## src/rtl/vna_ram.sv

```systemverilog
`default_nettype none
module vna_ram #(
	parameter int WIDTH = 8,
	parameter int DEPTH = 16
) (
	input  logic                     clk,
	input  logic                     we,
	input  logic [$clog2(DEPTH)-1:0] waddr,
	input  logic [WIDTH-1:0]         wdata,
	input  logic [$clog2(DEPTH)-1:0] raddr,
	output logic [WIDTH-1:0]         rdata
);
	logic [WIDTH-1:0] mem [DEPTH];

	always_ff @(posedge clk) begin
		if (we) begin
			mem[waddr] <= wdata;
		end
		rdata <= mem[raddr];
	end
endmodule
`default_nettype wire

```

## config.mk

```make
export PLATFORM = sky130hd
export DESIGN_NAME = vna_ram
export DESIGN_NICKNAME = d
export VERILOG_FILES = /design/src/rtl/vna_ram.sv
export SDC_FILE = /design/constraint.sdc
export NUM_CORES = 1
export LEC_CHECK = 0
export BUFFER_PORTS_ARGS = -buffer_cell sky130_fd_sc_hd__buf_2
export CAP_MARGIN = 10
export CORE_MARGIN = 3
export CORE_UTILIZATION = 50
export DETAILED_ROUTE_END_ITERATION = 16
export GPL_ROUTABILITY_DRIVEN = 0
export PLACE_DENSITY_LB_ADDON = 0.08
export RECOVER_POWER = 100
export SKIP_LAST_GASP = 1
export SYNTH_ARGS = -nofsm -noshare
export SYNTH_HDL_FRONTEND = slang
export SYNTH_SLANG_ARGS = --single-unit
```

## constraint.sdc

```tcl
create_clock -name clk -period 3.9 [get_ports clk]
set_clock_uncertainty 0.15 [all_clocks]
set_input_delay 0.195 -clock clk [delete_from_list [all_inputs] [get_ports clk]]
set_output_delay 0.195 -clock clk [all_outputs]
set_load 0.1 [all_outputs]
```

==> impl_results.md, run 1 <==
* Status: finished, violations left
* Failing checks: capacitance limit, slew limit
* Die Height at 107.5 um
* Clock Latency Late Sink at 500 ps
* Synth Area in XOR/XNOR at 0%
* Buffer and inverter count on the worst path at 1
* Area grow syn2layout at 17.11%
* Seq/Total Area, Yosys at 77.78%
* Final setup violation count at 0
* Worst-path clk slew at 60 ps
* Flop2flop setup slack at 2340 ps
* Final Cycle Share at 53.55%
* Asr flop ratio synth at 0%
* Vias in the first global route at 2466
* Pwr/cell area at 575.9 nW/um2
* ANT cells at 0
* Post-DP Area at 5378 um2
* Largest vdd supply drop at 0.2724 mV
* Drc violations at 0
* Syn nets at 247
* Max capacitance violation total at 1
* Post-CTS Setup Bufs at 0
* Most frequent cells in the layout: edfxtp_1 (128), clkbuf_1 (24), mux4_2 (18), a22oi_1 (16), clkbuf_16 (16)
* Slew margin rel. at -1.754%
* Critical Path Sink Type: output port
* Clk sinks at 136
* Io pins at 26
* Commonest non-fill, non-tap cell in the layout: edfxtp_1
* Final Critical Period at 2088 ps
* Compound-Gate Fraction of Synth Area at 2.333%
* Portion of netlist area occupied by mux cells at 15.02%
* RSZ-0062 raised after global routing: false
* Critical R2R Launch: mem[3][4]
* Core Area at 9910 um2
* Mapped Area at 5147 um2
* Unique masters post-synth at 19
* DRT antenna net count at 0
* Layout cells sized above 1 at 19.16%
* Crit-path max FO at 1
* FF+latch count, synth at 136
* Setup TNS Final at 0 ps
* Adder-cell share of the synthesized area at 0%
* FILL cells at 715
* First-pass GRT wire length at 14980 um
* Mapped Avg Cell Area at 22.48 um2
* I/O Buffers at 25
* Fin. Hold Viols at 0
* Total clock buffers created by CTS at 17
* WP data required at 3560 ps
* Crit path cell chain: clkbuf_1
* Initial drt markers at 130
* Clk buf depth at 2
* R2r endpoint: rdata[4]
* Vias per inst at 5.598
* Resized cells post-CTS at 0
* Largest net degree at the start of global routing at 33
* CP max stage delay at 880 ps
* Total number of vias at 2351
* Yosys warning count at 0
* H-tree Lvls at 4
* Slew at the pin closest to its max-slew limit at 1515 ps
* Final instance area at 6028 um2
* Synth Instances at 229
* Crit path kind: reg2out
* Antenna violations before repair at 0
* Worst EP arrival at 1740 ps
* NumNets Final at 292
* Prevailing post-synth register cell: edfxtp_1
* Startpoint Class: flop
* Min-delay src: waddr[1]
* CP delay by family, top: buffers and inverters
* Critical path endpoint: rdata[6]
* Die Span X at 107.5 um
* GRT Total Usage at 18.48%
* Crit-path slowest cell: clkbuf_1
* EDFF count, synth at 128
* Cell count of the worst reg-to-reg path at 3
* Detailed-route wire length at 9660 um
* Post-DP HPWL at 5957 um
* Overflow left after global routing at 0
* Slew Limit Fails at 9
* CTS tree: built
* CTS root buf: clkbuf_8
* Worst Hold Class: in2reg
* Worst path depth at 1
* Drt first pass iters at 5
* WL per Instance at 23.00 um
* Simple-gate share of the synthesized area at 3.184%
* Row count at 36
* P_leak at 0.001971 uW
* Hold Buf Count CTS at 8
* Initial core utilization at 51.94%
* Die Footprint at 11550 um2
* Largest family of logic cells by synthesized area: multiplexers
* CP startpoint: rdata[6]
* Fmax at 478.9 MHz
* Total power at 3472 uW
## cell usage after synthesis, drive strengths merged, types with 2 or more instances
| cell | count | area share [%] |
|---|---|---|
| mux4 | 32 | 15 |
| nand3b | 2 | 0.29 |
| nand2b | 2 | 0.24 |
| clkdlybuf4s25 | 3 | 0.58 |
| buf | 7 | 1.1 |
| nor2 | 13 | 0.95 |
| nor3 | 4 | 0.39 |
| edfxtp | 128 | 75 |
| dfxtp | 8 | 3.1 |
| a22oi | 16 | 2.3 |
| nand2 | 9 | 0.66 |
## how the worst min path moves through the flow
| stage | endpoint | slack, ps | cells past startpoint |
|---|---|---|---|
| 3_5_place_dp | mem[1][1] | 450 | 1 |
| 6_report | mem[0][0] | 30 | 2 |
| 3_3_place_gp | mem[0][1] | 430 | 1 |
| 5_1_grt | mem[0][7] | 40 | 2 |
| 2_1_floorplan | mem[0][0] | 140 | 0 |
| 4_1_cts | mem[8][2] | 50 | 2 |
## per-stage QoR
stage | setup WS (ps) | std cells | util (%) | hold WS [ps]
2_1_floorplan | 2062 | 229 | - | 143.9
3_3_place_gp | 1520 | 379 | 54.27 | 435.0
3_5_place_dp | 1538 | 379 | 54.27 | 451.6
4_1_cts | 2068 | 419 | 61.22 | 50.09
5_1_grt | 1698 | 420 | 60.83 | 44.50
6_report | 1812 | 420 | 60.83 | 27.18
## where the power goes
| part | total, uW | switching [uW] | internal [uW] | leakage, uW |
|---|---|---|---|---|
| Sequential | 1640 | 9.37 | 1640 | 0.00122 |
| Combinational | 214 | 155 | 58.9 | 0.000450 |
| Clock | 1610 | 561 | 1050 | 0.000298 |
## registers in the layout, summed over array words and instances (netlist names)
| register | cells |
|---|---|
| mem | 128 |
| rdata | 8 |
## layer usage
metal	vias to the layer above	track usage (%)	routed length, um
met2	68	27.97	4617
met3	2	3.659	449
met4	0	5.951	24
met5	-	0	0
li1	1060	-	-
met1	1221	27.47	4568
## cell families (layout without fill, tap and decap cells)
| logic type | Yosys count | in the layout |
|---|---|---|
| mux | 32 | 32 |
| buf+inv | 10 | 68 |
| flops | 136 | 136 |
| compound gates | 16 | 16 |
| simple gates | 35 | 35 |
## final cells by class
type	count	area (um2)	share of cell area, %
Multi-Input combinational cell	83	1057	17.54
Timing Repair Buffer	36	191.4	3.176
Tap cell	133	166.4	2.760
Clock inverter	13	177.7	2.947
Clock buffer	19	431.7	7.161
Sequential cell	136	4004	66.42
No activity file was read; power rests on OpenSTA's default activity.
==> run 2, diff against run 1 <==
==> constraint.sdc (replaced) <==
create_clock -name clk -period 1.77 [get_ports clk]
set_clock_uncertainty 0.15 [all_clocks]
set_input_delay 0.0885 -clock clk [delete_from_list [all_inputs] [get_ports clk]]
set_output_delay 0.0885 -clock clk [all_outputs]
set_load 0.1 [all_outputs]
==> impl_results.md, run 2 (synthesis gave the netlist of run 1 again) <==
* Clk sinks at 136 (unchanged)
* FILL cells at 726 (was 715)
* Initial core utilization at 51.94% (unchanged)
* Crit path cell chain: dlygate4sd3_1 > clkbuf_1 > nor3_1 > dlygate4sd3_1 > buf_4 (was clkbuf_1)
* Top flop regs: mem: 128 flops, rdata: 8 flops (unchanged)
* Final Critical Period at 1702 ps
* Fmax at 587.4 MHz
* Critical R2R Launch: mem[1][1] (was mem[3][4])
* Area grow syn2layout at 21.75% (was 17.11%)
* Largest vdd supply drop at 0.7818 mV (was 0.2724 mV)
* Post-CTS Setup Bufs at 0 (unchanged)
* Drt first pass iters at 4 (was 5)
* H-tree Lvls at 4 (unchanged)
* Initial drt markers at 176 (was 130)
* Final Cycle Share at 96.18%
* Slew Limit Fails at 0 (was 9)
* ANT cells at 0 (unchanged)
* WP data required at 1840 ps (was 3560 ps)
* CTS root buf: clkbuf_8 (unchanged)
* Max reg flops at 128 (unchanged)
* Status: completed (was finished, violations left)
* Clk buf depth at 2 (unchanged)
* I/O Buffers at 25 (unchanged)
* Multi-input logic area at 1057 um2 (unchanged)
* Startpoint Class: primary input (was flop)
* Max capacitance violation total at 0 (was 1)
* GRT Total Usage at 18.77% (was 18.48%)
* Total clock buffers created by CTS at 17 (unchanged)
* Layout cells sized above 1 at 25.16% (was 19.16%)
* Row count at 36 (unchanged)
* Final setup violation count at 0 (unchanged)
* Setup TNS Final at 0 ps (unchanged)
* WL per Instance at 21.39 um (was 23.00 um)
* Vias in the first global route at 2596 (was 2466)
* Total power at 7730 uW (was 3472 uW)
* RSZ-0062 raised after global routing: false (unchanged)
* Crit-path max FO at 7 (was 1)
* Slew margin rel. at 49.66% (was -1.754%)
* Die Footprint at 11550 um2 (unchanged)
* Flop2flop setup slack at 230 ps (was 2340 ps)
* Worst-path clk slew at 60 ps (about the same)
* Biggest register: mem (unchanged)
* Sequential cell area at 4004 um2 (unchanged)
* Crit-path slowest cell: dlygate4sd3_1 (was clkbuf_1)
* Die Span X at 107.5 um (unchanged)
* Fin. Hold Viols at 0 (unchanged)
* Critical path endpoint: mem[4][7] (was rdata[6])
* First-pass GRT wire length at 15190 um (was 14980 um)
* Cell count of the worst reg-to-reg path at 3 (unchanged)
* R2r endpoint: rdata[1] (was rdata[4])
* Worst EP arrival at 1780 ps (was 1740 ps)
* Total number of vias at 2481 (was 2351)
* Io pins at 26 (unchanged)
* Core Area at 9910 um2 (unchanged)
* Pwr/cell area at 1233 nW/um2 (was 575.9 nW/um2)
* Largest net degree at the start of global routing at 33 (unchanged)
* Detailed-route wire length at 9646 um (was 9660 um)
* Crit path kind: in2reg (was reg2out)
* Worst Hold Class: in2reg (unchanged)
* Die Height at 107.5 um (unchanged)
* Most frequent cells in the layout: edfxtp_1 (128), clkbuf_1 (22), mux4_2 (18), a22oi_1 (16), clkbuf_16 (16) (was edfxtp_1 (128), clkbuf_1 (24), mux4_2 (18), a22oi_1 (16), clkbuf_16 (16))
* CTS tree: built (unchanged)
* Vias per inst at 5.501 (was 5.598)
* Drc violations at 0 (unchanged)
* CP max stage delay at 600 ps (was 880 ps)
* NumNets Final at 323 (was 292)
* Critical Path Sink Type: flop (was output port)
* P_leak at 0.002126 uW (was 0.001971 uW)
* CP startpoint: waddr[1] (was rdata[6])
* Overflow left after global routing at 0 (unchanged)
* CP delay by family, top: buffers and inverters (unchanged)
* Commonest non-fill, non-tap cell in the layout: edfxtp_1 (unchanged)
* Worst path depth at 5 (was 1)
* Buffer and inverter count on the worst path at 4 (was 1)
* Antenna violations before repair at 0 (unchanged)
* Slew at the pin closest to its max-slew limit at 755.1 ps (was 1515 ps)
* Post-DP HPWL at 6190 um (was 5957 um)
* Clock Latency Late Sink at 510 ps (was 500 ps)
* DRT antenna net count at 0 (unchanged)
* Top cell by count, worst path: dlygate4sd3_1
==> run 2: changes by cell type in the layout (fill, tap and decap cells not counted), sizes merged <==
cell / previous run / this run
buf: 5 / 17
clkinv: 6 / 7
inv: 1 / 0
dlygate4sd3: 8 / 14
clkbuf: 42 / 55
==> run 2: report_power, final <==
part           switching [uW]  internal [uW]  total (uW)
clock network            1250           2350        3600
registers                22.7           3600        3630
logic                     346            162         508
total                    1620           6110        7730
==> run 2: metrics by stage <==
step	cell area, um2	instances	hold WS [ps]	utilization (%)	setup WS [ps]
after floorplan	5147	229	37.37	-	38.63
after global placement	5588	405	327.3	56.39	18.64
after detailed placement	5588	405	339.0	56.39	23.21
after CTS	6346	451	38.19	64.04	163.9
after global routing	6267	451	102.2	63.24	51.74
final	6267	451	93.60	63.24	67.55
==> run 2: how the worst min path moves through the flow <==
stage,depth (start not counted),endpoint,from
3_5_place_dp,1,mem[1][3],wdata[3]
5_1_grt,4,mem[1][1],waddr[2]
6_report,5,rdata[2],raddr[1]
2_1_floorplan,0,mem[0][0],wdata[0]
4_1_cts,4,mem[1][1],waddr[2]
3_3_place_gp,1,mem[1][0],wdata[0]
==> run 2: final cells by class <==
type / count / area share, %
clock buffer: 19 / 7.047
multi-input combinational: 83 / 16.87
sequential: 136 / 63.89
clock inverter: 13 / 2.815
timing repair buffer: 67 / 6.728
tap: 133 / 2.655
==> run 2: metal layers <==
metal	part of all wire [%]	up-vias	track usage [%]
met1	46	1279	27.32
met5	0	-	0
li1	-	1125	-
met3	4.9	15	4.799
met2	48	62	27.75
met4	1.4	0	7.033
==> run 2: worst min-delay path: stages <==
cell,delay [ps]
buf_2,100
buf_12,210
mux4_1,190
a22oi_1,60
nand2_1,60
==> run 2: repair_timing <==
action                                 CTS  global route
endpoints found under the hold margin  167             0
setup endpoints to repair                0             0
hold buffers                            14             0
resized for setup                        0             0
==> run 3, diff against run 2 <==
--- a/config.mk
+++ b/config.mk
@@ -12,7 +12,6 @@
 export DETAILED_ROUTE_END_ITERATION = 16
 export GPL_ROUTABILITY_DRIVEN = 0
 export PLACE_DENSITY_LB_ADDON = 0.08
-export RECOVER_POWER = 100
 export SKIP_LAST_GASP = 1
 export SYNTH_ARGS = -nofsm -noshare
 export SYNTH_HDL_FRONTEND = slang
==> impl_results.md, run 3 (synthesis gave the netlist of run 1 again) <==
* RSZ-0062 raised after global routing: false (unchanged)
* Initial drt markers at 149 (was 176)
* NumNets Final at 323 (unchanged)
* Clk buf depth at 2 (unchanged)
* Die Span X at 107.5 um (unchanged)
* Clock Latency Late Sink at 510 ps (about the same)
* CTS root buf: clkbuf_8 (unchanged)
* Cell count of the worst reg-to-reg path at 3 (unchanged)
* Min Hold Slack at 67.97 ps (was 93.60 ps)
* Met1 Use GR at 27.32% (unchanged)
* Worst-path clk slew at 60 ps (about the same)
* Initial core utilization at 51.94% (unchanged)
* Sw frac at 20.91% (about the same)
* Antenna violations before repair at 0 (unchanged)
* Largest net degree at the start of global routing at 33 (unchanged)
* CTS tree: built (unchanged)
* Slew at the pin closest to its max-slew limit at 501.4 ps (was 755.1 ps)
* FILL cells at 705 (was 726)
* Post-DP HPWL at 6190 um (unchanged)
* Crit-path max FO at 7 (unchanged)
* Slew margin rel. at 66.81% (was 49.66%)
* Row count at 36 (unchanged)
* Max capacitance violation total at 0 (unchanged)
* Max reg flops at 128 (unchanged)
* Fin. Hold Viols at 0 (unchanged)
* Clk sinks at 136 (unchanged)
* Total power at 7740 uW (was 7730 uW)
* Most frequent cells in the layout: edfxtp_1 (128), buf_4 (26), buf_2 (25), mux4_2 (18) (was edfxtp_1 (128), clkbuf_1 (22), mux4_2 (18), a22oi_1 (16), clkbuf_16 (16))
* Cell Int Power at 6122 uW (was 6114 uW)
* Top flop regs: mem: 128 flops, rdata: 8 flops (unchanged)
* Pwr/cell area at 1220 nW/um2 (was 1233 nW/um2)
* Final Cycle Share at 93.78% (was 96.18%)
* Worst Hold Depth at 4 (was 5)
* Final setup violation count at 0 (unchanged)
* Routing usage on met2 at 27.75% (unchanged)
* Fmax at 602.5 MHz (was 587.4 MHz)
* Setup TNS Final at 0 ps (unchanged)
* Clock power share at 46.5% (about the same)
* H-tree Lvls at 4 (unchanged)
* I/O Buffers at 25 (unchanged)
* Vias per inst at 5.557 (was 5.501)
* Die Footprint at 11550 um2 (unchanged)
* Total number of vias at 2506 (was 2481)
* Worst EP arrival at 1730 ps (was 1780 ps)
* Largest vdd supply drop at 0.8060 mV (was 0.7818 mV)
* Layout cells sized above 1 at 32.39% (was 25.16%)
* First-pass GRT wire length at 15190 um (unchanged)
* Drc violations at 0 (unchanged)
* Overflow left after global routing at 0 (unchanged)
* DRT antenna net count at 0 (unchanged)
* Die Height at 107.5 um (unchanged)
* GRT Total Usage at 18.77% (unchanged)
* P_leak at 0.002214 uW (was 0.002126 uW)
* Worst Hold Class: in2reg (unchanged)
* Most used routing layer: met2 (unchanged)
* Drt first pass iters at 4 (unchanged)
* GRT met3 Usage at 4.799% (unchanged)
* Sequential power share at 46.8% (was 46.9%)
* Status: completed (unchanged)
* Commonest non-fill, non-tap cell in the layout: edfxtp_1 (unchanged)
* Biggest register: mem (unchanged)
* Comb power frac at 6.7% (was 6.6%)
* Total clock buffers created by CTS at 17 (unchanged)
* Slew Limit Fails at 0 (unchanged)
* Final Critical Period at 1660 ps (was 1702 ps)
* Core Area at 9910 um2 (unchanged)
* WL per Instance at 21.46 um (was 21.39 um)
* Startpoint Class: primary input (unchanged)
* Detailed-route wire length at 9680 um (was 9646 um)
* ANT cells at 0 (unchanged)
* Io pins at 26 (unchanged)
* Area grow syn2layout at 23.29% (was 21.75%)
* Vias in the first global route at 2596 (unchanged)
* WP data required at 1840 ps (about the same)
* Critical Path Sink Type: flop (unchanged)
* Crit path kind: in2reg (unchanged)
* Sw Pwr at 1618 uW (was 1617 uW)
==> run 3: changes by cell type in the layout (fill, tap and decap cells not counted), sizes merged <==
cell,previous run,this run
buf,17,53
clkbuf,55,19
==> run 3: cell type report <==
type	instances	area [um2]	area share, %
clock inverters	13	176.4	2.780
repair buffers	67	500.5	7.886
clock buffers	19	441.7	6.960
flip-flops and latches	136	4004	63.09
well taps	133	166.4	2.622
multi-input cells	83	1057	16.66
==> run 3: final timing paths <==
path | from | to | slack, ps
setup / recovery | waddr[1] | mem[4][7] | 110
hold / removal | waddr[3] | mem[3][1] | 70
setup reg to reg | mem[1][1] | rdata[1] | 230
hold reg to reg | mem[14][7] | rdata[7] | 510
==> run 3: per-layer routing <==
metal | vias up | wire length [um]
met4 | 0 | 142
met3 | 15 | 363
met5 | - | 0
met2 | 57 | 4583
li1 | 1127 | -
met1 | 1307 | 4591
==> run 3: what timing repair did <==
item                       4_1_cts  5_1_grt
buffers inserted                 0        0
hold endpoints to repair       167        0
hold buffers                    14        0
resized for setup                0        0
setup endpoints to repair        0        0
==> run 3: per-stage QoR <==
| step | util, % | std cells | setup WS (ps) | instance area, um2 |
|---|---|---|---|---|
| after floorplan | - | 229 | 38.63 | 5147 |
| after global placement | 56.39 | 405 | 18.64 | 5588 |
| after detailed placement | 56.39 | 405 | 23.21 | 5588 |
| after CTS | 64.04 | 451 | 163.9 | 6346 |
| after global routing | 64.04 | 451 | 100.9 | 6346 |
| final | 64.04 | 451 | 110.2 | 6346 |
==> run 3: worst max-delay path, cell delays in order <==
cell	delay, ps
dlygate4sd3_1	530
buf_2	160
nor3_1	180
dlygate4sd3_1	610
buf_4	160
==> run 3: power groups by stage <==
stage	sequential [uW]	combinational, uW	clock (uW)
6_report	3620	519	3600
5_1_grt	3630	553	3810
2_1_floorplan	3840	183	0
3_3_place_gp	3690	495	0
4_1_cts	3620	525	3670
3_5_place_dp	3690	501	0
